[config.mk]
export PLATFORM = sky130hd
export DESIGN_NAME = lus_div
export DESIGN_NICKNAME = d
export VERILOG_FILES = /design/src/hw/rtl/lus_pkg.sv /design/src/hw/rtl/lus_div.sv
export SDC_FILE = /design/constraint.sdc
export NUM_CORES = 1
export LEC_CHECK = 0
export ABC_CLOCK_PERIOD_IN_PS = 22800
export BUFFER_PORTS_ARGS = -buffer_cell sky130_fd_sc_hd__buf_2
export CAP_MARGIN = 20
export CORE_AREA = 2 2 162 164
export CTS_CLUSTER_SIZE = 40
export DETAILED_ROUTE_END_ITERATION = 16
export DIE_AREA = 0 0 164 166
export GPL_TIMING_DRIVEN = 0
export SLEW_MARGIN = 20
export SYNTH_ARGS = -nofsm -noshare
export SYNTH_HDL_FRONTEND = slang
export SYNTH_SLANG_ARGS = --single-unit
[constraint.sdc]
create_clock -name clk -period 22.8 [get_ports clk]
set_clock_uncertainty 0.15 [all_clocks]
set_input_delay 4.56 -clock clk [delete_from_list [all_inputs] [get_ports clk]]
set_output_delay 4.56 -clock clk [all_outputs]
set_load 0.1 [all_outputs]
[src/hw/rtl/lus_pkg.sv]
// ----------------------------------------------------------------------------
// lus_pkg
// Shared types and constants of the fixed-point LU solve unit.
// ----------------------------------------------------------------------------
package lus_pkg;

  localparam int MAX_ORDER = 16;
  localparam int IDX_W     = 4;            // row / column index
  localparam int CNT_W     = IDX_W + 1;    // counter that can hold the order itself
  localparam int VAL_W     = 32;           // Q16.16 value
  localparam int FRAC_W    = 16;
  localparam int DVD_W     = VAL_W + FRAC_W;
  localparam int SIZE_W    = 5;
  localparam int MAT_AW    = 2 * IDX_W;
  localparam int VEC_AW    = IDX_W + 2;

  // item actions
  localparam logic [1:0] ACT_MAT   = 2'd0;
  localparam logic [1:0] ACT_RHS   = 2'd1;
  localparam logic [1:0] ACT_SOLVE = 2'd2;
  localparam logic [1:0] ACT_NOP   = 2'd3;   // unused code, item is dropped

  typedef struct packed {
    logic [1:0]              action;
    logic [IDX_W-1:0]        row;
    logic [IDX_W-1:0]        col;
    logic signed [VAL_W-1:0] value;
  } in_item_t;

  typedef struct packed {
    logic [IDX_W-1:0]        index;
    logic signed [VAL_W-1:0] solution;
    logic                    last;
    logic                    singular;
  } out_item_t;

endpackage

[src/hw/rtl/lus_div.sv]
// ----------------------------------------------------------------------------
// lus_div
// Q16.16 divider, restoring, one quotient bit per cycle, truncates toward
// zero and saturates; a zero divisor gives the limit of the numerator's sign, or zero for a zero numerator.
// ----------------------------------------------------------------------------
module lus_div import lus_pkg::*; (
  input  logic                    clk,
  input  logic                    rst,
  input  logic                    start,
  input  logic signed [VAL_W-1:0] num,
  input  logic signed [VAL_W-1:0] den,
  output logic                    done,
  output logic signed [VAL_W-1:0] quo,
  output logic                    zero_den
);

  localparam logic [5:0] LAST_STEP = 6'(DVD_W - 1);

  logic             busy;
  logic             fin;
  logic [5:0]       cnt;
  logic [VAL_W-1:0] rem;
  logic [VAL_W-1:0] dmag;
  logic [DVD_W-1:0] dvd;
  logic             neg;
  logic [VAL_W:0]   shifted;
  logic [VAL_W:0]   diff;
  logic             ge;
  logic [VAL_W-1:0] nmag;
  logic [VAL_W-1:0] dmag_in;

  // one restoring step
  always_comb begin
    shifted = {rem, dvd[DVD_W-1]};
    diff    = shifted - {1'b0, dmag};
    ge      = shifted >= {1'b0, dmag};
    nmag    = num[VAL_W-1] ? (~num + 1'b1) : num;
    dmag_in = den[VAL_W-1] ? (~den + 1'b1) : den;
  end

  always_ff @(posedge clk) begin
    if (rst) begin
      busy <= 1'b0;
      fin  <= 1'b0;
      done <= 1'b0;
    end else begin
      done <= 1'b0;
      if (start) begin
        zero_den <= (den == '0);
        if (den == '0) begin
          done <= 1'b1;
          if (num[VAL_W-1]) begin
            quo <= {1'b1, {(VAL_W-1){1'b0}}};
          end else if (num != '0) begin
            quo <= {1'b0, {(VAL_W-1){1'b1}}};
          end else begin
            quo <= '0;
          end
        end else begin
          busy <= 1'b1;
          cnt  <= '0;
          rem  <= '0;
          dmag <= dmag_in;
          dvd  <= {nmag, {FRAC_W{1'b0}}};
          neg  <= num[VAL_W-1] ^ den[VAL_W-1];
        end
      end else if (busy) begin
        rem <= ge ? diff[VAL_W-1:0] : shifted[VAL_W-1:0];
        dvd <= {dvd[DVD_W-2:0], ge};
        cnt <= cnt + 6'd1;
        if (cnt == LAST_STEP) begin
          busy <= 1'b0;
          fin  <= 1'b1;
        end
      end else if (fin) begin
        // sign and saturation
        fin  <= 1'b0;
        done <= 1'b1;
        if (neg) begin
          if (dvd > DVD_W'({1'b1, {(VAL_W-1){1'b0}}})) begin
            quo <= {1'b1, {(VAL_W-1){1'b0}}};
          end else begin
            quo <= ~dvd[VAL_W-1:0] + 1'b1;
          end
        end else begin
          if (dvd > DVD_W'({1'b0, {(VAL_W-1){1'b1}}})) begin
            quo <= {1'b0, {(VAL_W-1){1'b1}}};
          end else begin
            quo <= dvd[VAL_W-1:0];
          end
        end
      end
    end
  end

endmodule

==> summary.md, run 1 <==
| Metric | Value |
|---|---|
| CTS tree | `done` |
| Floorplan row count | `59` |
| Via count | `8094` |
| Fin crit period | `7.63 ns` |
| CTS sink cnt | `155` |
| Register area share after synthesis | `46.1%` |
| # diodes | `0` |
| Static Leak | `0.00429 uW` |
| Setup violators final | `0` |
| Nets | `1258` |
| Synthesized instance count | `1027` |
| Max stage delay on crit path | `0.73 ns` |
| Post-CTS sizing | `0` |
| Starting density of the core | `39.1%` |
| CP dominant cell by count | `nor4_1` |
| Synth cell types | `66` |
| Vias in the first global route | `7541` |
| Cell total after placement | `1470` |
| Final Cycle Share | `33.5%` |
| Synth Flop Type | `edfxtp_1` |
| WL per Instance | `16.1 um` |
| Clock Path Buffers | `2` |
| Port bufs | `100` |
| Hold_buf cts | `0` |
| PwrDens | `69.3 nW/um^2` |
| Critical Path End Type | `register` |
| Fin. Hold Viols | `0` |
| Peak supply drop | `0.0000435 V` |
| Mapped Nets | `1131` |
| Status | `completed` |
| Worst-path clk slew | `0.06 ns` |
| Top Ports | `101` |
| # DRC | `0` |
| Total congestion overflow | `0` |
| Critical Path AT | `7.61 ns` |
| EDFF count, synth | `152` |
| Initial antenna violation count | `0` |
| Avg Cell Area, Syn | `9.76 um^2` |
| Core Area | `25600 um^2` |
| CP max-delay cell | `nor4_1` |
| Part of the power in registers | `43.6%` |
| HP Class | `register to register` |
| Max-Cap Viols | `0` |
| HPWL after detailed placement | `18.5 mm` |
| Internal power | `573 uW` |
| RSZ-0062 raised after global routing | `no` |
| Fin cells | `1501` |
| Hold_ws | `0.362 ns` |
| Post-synthesis async set-or-reset flop share | `0%` |
| Share of post-route cells with drive strength above 1 | `14.5%` |
| Critical path peak fanout | `28` |
| CTS H-tree lvls | `4` |
| Fin Setup TNS | `0 ns` |
| Fmax | `131 MHz` |
| Sw power | `235 uW` |
| Die ar. | `27200 um^2` |
| Vias/cell | `5.39` |
| Required time worst endpoint | `22.78 ns` |
| Fillers | `2429` |
| Fin. max-slew vios | `0` |
| Post-DRT Antenna Nets | `0` |
| Clock Tree Root | `clkbuf_16` |
| Pin count of the biggest net entering global routing | `29` |
| First-pass GRT wire length | `38.9 mm` |
| DIE HEIGHT | `166 um` |
| CP startpoint kind | `input pin` |
| Clock insertion delay at the later pin of the skew report | `0.43 ns` |
| Switching Share | `29.1%` |
| Worst-margin pin slew | `0.858 ns` |
| Slew margin rel. | `42.3%` |
| Area growth syn-to-layout | `16.3%` |
| Die Wd | `164 um` |
| Register bit total from synthesis | `155` |
| All-Layer GR Usage | `17.9%` |
| CP Cell Sequence | `buf_2, nor4_1, nand2_1, nor4_1, nand3_1, nor3b_2, a22oi_1, nor2_4, buf_12` |
| Routed WL | `24.2 mm` |
| CTS buffer count | `17` |
| Clock power share | `34.3%` |
| Initial DRC Count | `683` |
| Combinational share of power | `22.1%` |
| Area of the mapped netlist | `10000 um^2` |
| Post-CTS setup buffers | `0` |
| Routability cong. | `0.905` |
| Critical setup path kind | `input pin to register` |
| DR pass1 iterations | `5` |
| Synth Warn # | `0` |
-- cells by family (layout without fill, tap and decap cells) --
kind of cell | count (synthesis) | after routing | synth area share, %
AOI/OAI and AO/OA | 285 | 285 | 17.8
muxes | 22 | 22 | 2.22
buffers and inverters | 96 | 235 | 3.96
xor gates and xnor gates | 90 | 90 | 7.87
DFF | 155 | 155 | 46.1
and+or+nand+nor | 342 | 342 | 17.3
adders and majority gates | 37 | 37 | 4.69
-- state kept, by name, summed over array words and instances, names as in the netlist --
register,flops
dvd,48
dmag,32
quo,32
rem,32
cnt,6
busy,1
done,1
fin,1
neg,1
zero_den,1
-- layout make-up --
type,count,area [um^2],share of cell area (%)
clock inverter,12,125,1.07
sequential,155,4620,39.7
clock buffer,19,433,3.71
timing repair buffer,108,623,5.35
inverter,49,184,1.58
tap,335,419,3.60
multi-input combinational,776,5030,43.2
buffer,47,213,1.83
-- through the flow --
stage / setup WS, ns / utilization [%] / area, um^2 / total power (uW)
after floorplan: 10.47 / - / 10000 / 487
after global placement: 6.87 / 42.7 / 10900 / 535
after detailed placement: 14.72 / 43.3 / 11100 / 536
after CTS: 15.16 / 45.5 / 11700 / 811
after global routing: 14.80 / 45.5 / 11700 / 846
final: 15.17 / 45.5 / 11700 / 808
-- synth_stat cells (3+ instances only) --
cell | number | area [um^2]
or3_1 | 15 | 93.8
nand4_1 | 8 | 50.1
a21boi_0 | 4 | 30.0
clkbuf_1 | 37 | 139
nor4_1 | 14 | 87.6
a211oi_1 | 20 | 150
o31ai_1 | 31 | 233
a21oi_1 | 88 | 440
or4_4 | 3 | 33.8
o22ai_1 | 5 | 31.3
nand3b_1 | 3 | 22.5
nor2_1 | 113 | 424
o21a_1 | 9 | 67.6
nand2b_1 | 16 | 100
or4_1 | 7 | 52.6
nor3_1 | 34 | 170
o21bai_1 | 6 | 45.0
o32ai_1 | 3 | 26.3
nand2_1 | 63 | 236
nor2b_1 | 23 | 144
buf_6 | 4 | 45.0
nor3b_1 | 7 | 52.6
or2_2 | 3 | 18.8
edfxtp_1 | 152 | 4560
a31oi_1 | 8 | 50.1
nand3_1 | 15 | 75.1
o21ai_0 | 65 | 325
xor2_1 | 39 | 342
mux2i_1 | 20 | 200
inv_1 | 49 | 184
xnor2_1 | 51 | 447
a21o_1 | 8 | 60.1
o21ai_1 | 10 | 50.1
dfxtp_1 | 3 | 60.1
o41ai_1 | 8 | 70.1
ha_1 | 36 | 450
buf_2 | 5 | 25.0
o211ai_1 | 4 | 30.0
-- final timing paths --
check	cells after the start	slack (ns)	to	from
setup / recovery	9	15.17	quo[3]$_DFFE_PP_	den[5]
setup reg to reg	12	18.69	rem[26]$_SDFFCE_PP0P_	rem[9]$_SDFFCE_PP0P_
hold reg to reg	2	0.36	fin$_SDFFE_PP0P_	fin$_SDFFE_PP0P_
hold / removal	2	0.36	fin$_SDFFE_PP0P_	fin$_SDFFE_PP0P_
-- critical path: cells and delay by family --
family	cells	cell delay [ns]
AND/OR/NAND/NOR	6	2.35
AO/OA/AOI/OAI	1	0.35
buffers and inverters	2	0.34
-- layer usage --
metal	share of wire (%)	vias up	track usage (%)	routed length, um
li1	-	4055	-	-
met1	47	3786	25.1	11300
met2	47	223	28.8	11200
met3	4.8	30	2.35	1160
met4	1.9	0	5.76	455
met5	0	-	0	0
-- power by group through the flow --
stage,logic [uW],clock network (uW),registers [uW]
4_1_cts,178,281,352
3_3_place_gp,173,0,361
2_1_floorplan,130,0,356
3_5_place_dp,177,0,358
5_1_grt,200,291,355
6_report,178,277,352
-- cells in the final DEF, fill, tap and decap left out, types with 7 or more instances in the layout --
master / count
nor2b_1: 22
clkbuf_1: 39
o21a_1: 9
o21ai_0: 65
a211oi_1: 19
nand4_1: 8
nor3_1: 34
o41ai_1: 8
buf_6: 8
buf_2: 105
a31oi_1: 8
xnor2_1: 51
mux2i_1: 20
or4_1: 7
a21o_1: 8
nor2_1: 112
a21oi_1: 88
nand3_1: 15
nor4_1: 14
ha_1: 36
xor2_1: 39
nand2b_1: 16
edfxtp_1: 152
o31ai_1: 31
nand2_1: 63
o21ai_1: 10
or3_1: 15
clkbuf_16: 17
inv_1: 49
(Power assumes the default switching activity.)
==> run 2: changes to the inputs <==
--- a/config.mk
+++ b/config.mk
@@ -5,13 +5,14 @@
 export SDC_FILE = /design/constraint.sdc
 export NUM_CORES = 1
 export LEC_CHECK = 0
-export ABC_CLOCK_PERIOD_IN_PS = 22800
+export ABC_AREA = 1
+export ABC_CLOCK_PERIOD_IN_PS = 6600
 export BUFFER_PORTS_ARGS = -buffer_cell sky130_fd_sc_hd__buf_2
 export CAP_MARGIN = 20
-export CORE_AREA = 2 2 162 164
+export CORE_AREA = 2 2 178 180
 export CTS_CLUSTER_SIZE = 40
 export DETAILED_ROUTE_END_ITERATION = 16
-export DIE_AREA = 0 0 164 166
+export DIE_AREA = 0 0 180 182
 export GPL_TIMING_DRIVEN = 0
 export SLEW_MARGIN = 20
 export SYNTH_ARGS = -nofsm -noshare
==> constraint.sdc (replaced) <==
create_clock -name clk -period 6.6 [get_ports clk]
set_clock_uncertainty 0.15 [all_clocks]
set_input_delay 1.32 -clock clk [delete_from_list [all_inputs] [get_ports clk]]
set_output_delay 1.32 -clock clk [all_outputs]
set_load 0.1 [all_outputs]
==> run 2 against run 1 <==
Compared with the run above:
- die area increased by 20%
- synthesized cell count increased by 72%
- clock power increased to 3.5 times the previous value
- global-route usage increased by 4.6 points
- setup slack got worse by 12 ns
- worst hold slack got worse by 0.016 ns
- wire length increased by 49%
==> summary.md, run 2 <==
| Metric | Value |
|---|---|
| Status | `completed` |
| Fmax | `291 MHz` |
| Sw power | `986 uW (+320%)` |
| Worst-path clk slew | `0.06 ns (about the same)` |
| Register area share after synthesis | `37.9% (-8.2 points)` |
| Synth cell types | `40 (-39%)` |
| # diodes | `0 (unchanged)` |
| Synth Area in XOR/XNOR | `5.46% (-2.4 points)` |
| Synthesized instance count | `1767 (+72%)` |
| DIE HEIGHT | `182 um (+9.6%)` |
| CTS tree | `done` |
| Static Leak | `0.00672 uW (+57%)` |
| Post-synthesis compound-gate area fraction | `5.04% (-13 points)` |
| Clock Path Buffers | `2 (unchanged)` |
| Critical Path End Type | `register` |
| Core Area | `31000 um^2 (+21%)` |
| Crit path max-delay family | `simple AND/OR/NAND/NOR gates` |
| Post-DRT Antenna Nets | `0 (unchanged)` |
| Part of the power in registers | `40.8% (-2.8 points)` |
| Worst-margin pin slew | `0.721 ns (-0.137 ns)` |
| CP startpoint kind | `input pin` |
| Most numerous cell in the Yosys netlist | `nand2_1` |
| CP max-delay cell | `nor3b_4` |
| Top cell types by occurrence after synthesis | `nand2_1, inv_1, nor2_1` |
| WL per Instance | `15.6 um (-3.0%)` |
| Multi-input logic area | `6320 um^2 (+26%)` |
| Simple-Gate Fraction of Synth Area | `37.2% (+20 points)` |
| Share of post-route cells with drive strength above 1 | `10.9% (-3.6 points)` |
| Peak supply drop | `0.000200 V (+360%)` |
| Area of the mapped netlist | `12200 um^2 (+22%)` |
| Routability cong. | `0.932 (+3.0%)` |
| Max FFs per register | `48 (unchanged)` |
| Slew margin rel. | `51.9% (+9.6 points)` |
| Initial DRC Count | `978 (+43%)` |
| Clock insertion delay at the later pin of the skew report | `0.44 ns (about the same)` |
| Most frequent cells in the layout | `nand2_1, inv_1, nor2_1` |
| Pin count of the biggest net entering global routing | `25 (-14%)` |
| Floorplan row count | `65 (+10%)` |
| Fin. max-slew vios | `0 (unchanged)` |
| Synth Flop Type | `edfxtp_1` |
| Via count | `11400 (+41%)` |
| Register area | `4620 um^2 (unchanged)` |
| Internal power | `1980 uW (+250%)` |
| Vias/cell | `4.95 (-8.2%)` |
| Die Wd | `180 um (+9.8%)` |
| Yosys top cell area share | `37.4% (-8.1 points)` |
| Leading area contributor after synthesis | `edfxtp_1` |
| Placed inst area | `13400 um^2 (+20%)` |
| Fin Setup TNS | `0 ns (unchanged)` |
| DR pass1 iterations | `5 (unchanged)` |
| Clock power share | `32.6% (-1.7 points)` |
| Area growth syn-to-layout | `14.1%` |
| Total congestion overflow | `0 (unchanged)` |
| Avg Cell Area, Syn | `6.90 um^2 (-29%)` |
| Post-synthesis async set-or-reset flop share | `0% (unchanged)` |
| Largest family of logic cells by synthesized area | `simple AND/OR/NAND/NOR gates` |
| Required time worst endpoint | `6.61 ns (-16.17 ns)` |
| Critical setup path kind | `input pin to register` |
| Final instance area | `13900 um^2 (+19%)` |
| Synth Warn # | `0 (unchanged)` |
| Worst Path Buf+Inv | `5 (+3)` |
| Critical path peak fanout | `14 (-50%)` |
| Port bufs | `98 (-2.0%)` |
| Vias in the first global route | `11100 (+47%)` |
| Synth Area in Adders | `3.86% (-0.84 points)` |
| Max stage delay on crit path | `0.55 ns (-0.18 ns)` |
| First-pass GRT wire length | `58.6 mm (+51%)` |
| Commonest non-fill, non-tap cell in the layout | `nand2_1` |
| Mapped Nets | `1871 (+65%)` |
| Post-CTS sizing | `0 (unchanged)` |
| Switching Share | `33.2% (+4.1 points)` |
| Fillers | `3301 (+36%)` |
| CTS H-tree lvls | `4 (unchanged)` |
| Multiplexer area fraction after synthesis | `0% (-2.2 points)` |
| Combinational share of power | `26.7% (+4.6 points)` |
| Top Ports | `101 (unchanged)` |
| Die ar. | `32800 um^2 (+20%)` |
| Post-CTS setup buffers | `0 (unchanged)` |
| CP Cell Sequence | `buf_2, inv_1, ha_1, nand3_1, nor2_1, nand2_1, nor2_1, nand2_1, nor3b_4, buf_8, buf_6, buf_8` |
| Starting density of the core | `39.3% (+0.23 points)` |
| Hold_buf cts | `0 (unchanged)` |
| CTS buffer count | `17 (unchanged)` |
| RSZ-0062 raised after global routing | `no` |
| All-Layer GR Usage | `22.6% (+4.6 points)` |
| Critical Path AT | `3.44 ns (-4.17 ns)` |
| HPWL after detailed placement | `29.1 mm (+57%)` |
| Clock Tree Root | `clkbuf_16` |
| EDFF count, synth | `152 (unchanged)` |
| Fin. Hold Viols | `0 (unchanged)` |
| Register bit total from synthesis | `155 (unchanged)` |
| HP Class | `register to register` |
| CTS sink cnt | `155 (unchanged)` |
| Final Cycle Share | `52.1%` |
| Setup violators final | `0 (unchanged)` |
| Nets | `1998 (+59%)` |
| Fin crit period | `3.44 ns` |
| Largest Register | `dvd` |
| Initial antenna violation count | `0 (unchanged)` |
| Max-Cap Viols | `0 (unchanged)` |
| Synth top area cells | `edfxtp_1, nand2_1, inv_1` |
| PwrDens | `213 nW/um^2 (+210%)` |
| # DRC | `0 (unchanged)` |
| Routed WL | `36.0 mm (+49%)` |
-- run 2: cell count changes after synthesis, moves of 23 or more --
cell      change
xor2_1       +30
inv_1       +217
nor2b_1      -23
nand2_1     +488
nand3b_1     +24
nor2_2       +24
xnor2_1      -44
nand4_1      +24
nor2_1      +123
nand3_1     +123
o31ai_1      -30
a21oi_1      -59
-- run 2: cells by family after synthesis --
kind of cell	count (synthesis)
adder cells (fa/ha/maj)	37
buffers and inverters	323
XOR/XNOR	76
AND/OR/NAND/NOR	1058
AO/OA/AOI/OAI	118
flip-flops	155
-- run 2: worst paths after layout --
kind / start / endpoint / slack [ns] / cells after the start
worst max-delay path: den[0] / rem[4]$_SDFFCE_PP0P_ / 3.16 / 12
worst min-delay path: busy$_SDFFE_PP0P_ / busy$_SDFFE_PP0P_ / 0.35 / 2
worst max register to register: dmag[5]$_DFFE_PP_ / rem[17]$_SDFFCE_PP0P_ / 3.88 / 14
worst min register to register: busy$_SDFFE_PP0P_ / busy$_SDFFE_PP0P_ / 0.35 / 2
-- run 2: through the flow --
step | power, uW | hold slack [ns] | util (%) | instances | setup slack [ns]
2_1_floorplan | 1780 | 0.305 | - | 1767 | 0.658
3_3_place_gp | 2000 | 0.324 | 42.6 | 2267 | -1.53
3_5_place_dp | 2010 | 0.334 | 43.1 | 2277 | 2.64
4_1_cts | 2980 | 0.347 | 44.9 | 2308 | 3.11
5_1_grt | 3130 | 0.361 | 44.9 | 2308 | 2.96
6_report | 2970 | 0.346 | 44.9 | 2308 | 3.16
-- run 2: layer usage --
layer / share of wire, % / track usage [%] / vias to the layer above
li1: - / - / 5865
met1: 50 / 32.6 / 5239
met2: 44 / 35.7 / 278
met3: 4.5 / 2.45 / 47
met4: 1.9 / 6.57 / 0
met5: 0 / 0 / -
-- run 2: power by group through the flow --
| stage | Sequential (uW) | Combinational [uW] | Clock (uW) |
|---|---|---|---|
| 3_5_place_dp | 1230 | 783 | 0 |
| 6_report | 1210 | 791 | 967 |
| 3_3_place_gp | 1230 | 766 | 0 |
| 4_1_cts | 1210 | 787 | 982 |
| 5_1_grt | 1220 | 899 | 1010 |
| 2_1_floorplan | 1220 | 559 | 0 |
-- run 2: final cells by class --
class	count	share of cell area (%)
clock buffer	19	3.11
buffer	49	1.75
sequential	155	33.2
timing repair buffer	108	4.59
inverter	274	7.43
tap	402	3.61
multi-input combinational	1289	45.4
clock inverter	12	0.872
-- run 2: worst reg2reg max path: stages, from the launching register on --
cell      delay (ns)
edfxtp_1        0.43
inv_1           0.07
ha_1            0.35
nand2_1         0.11
nor2_1          0.30
nand3_1         0.12
nor2_1          0.11
nand2_1         0.07
nand3_2         0.08
inv_2           0.09
nand2_8         0.13
inv_6           0.05
buf_6           0.15
nor2_1          0.18
nor2_1          0.08
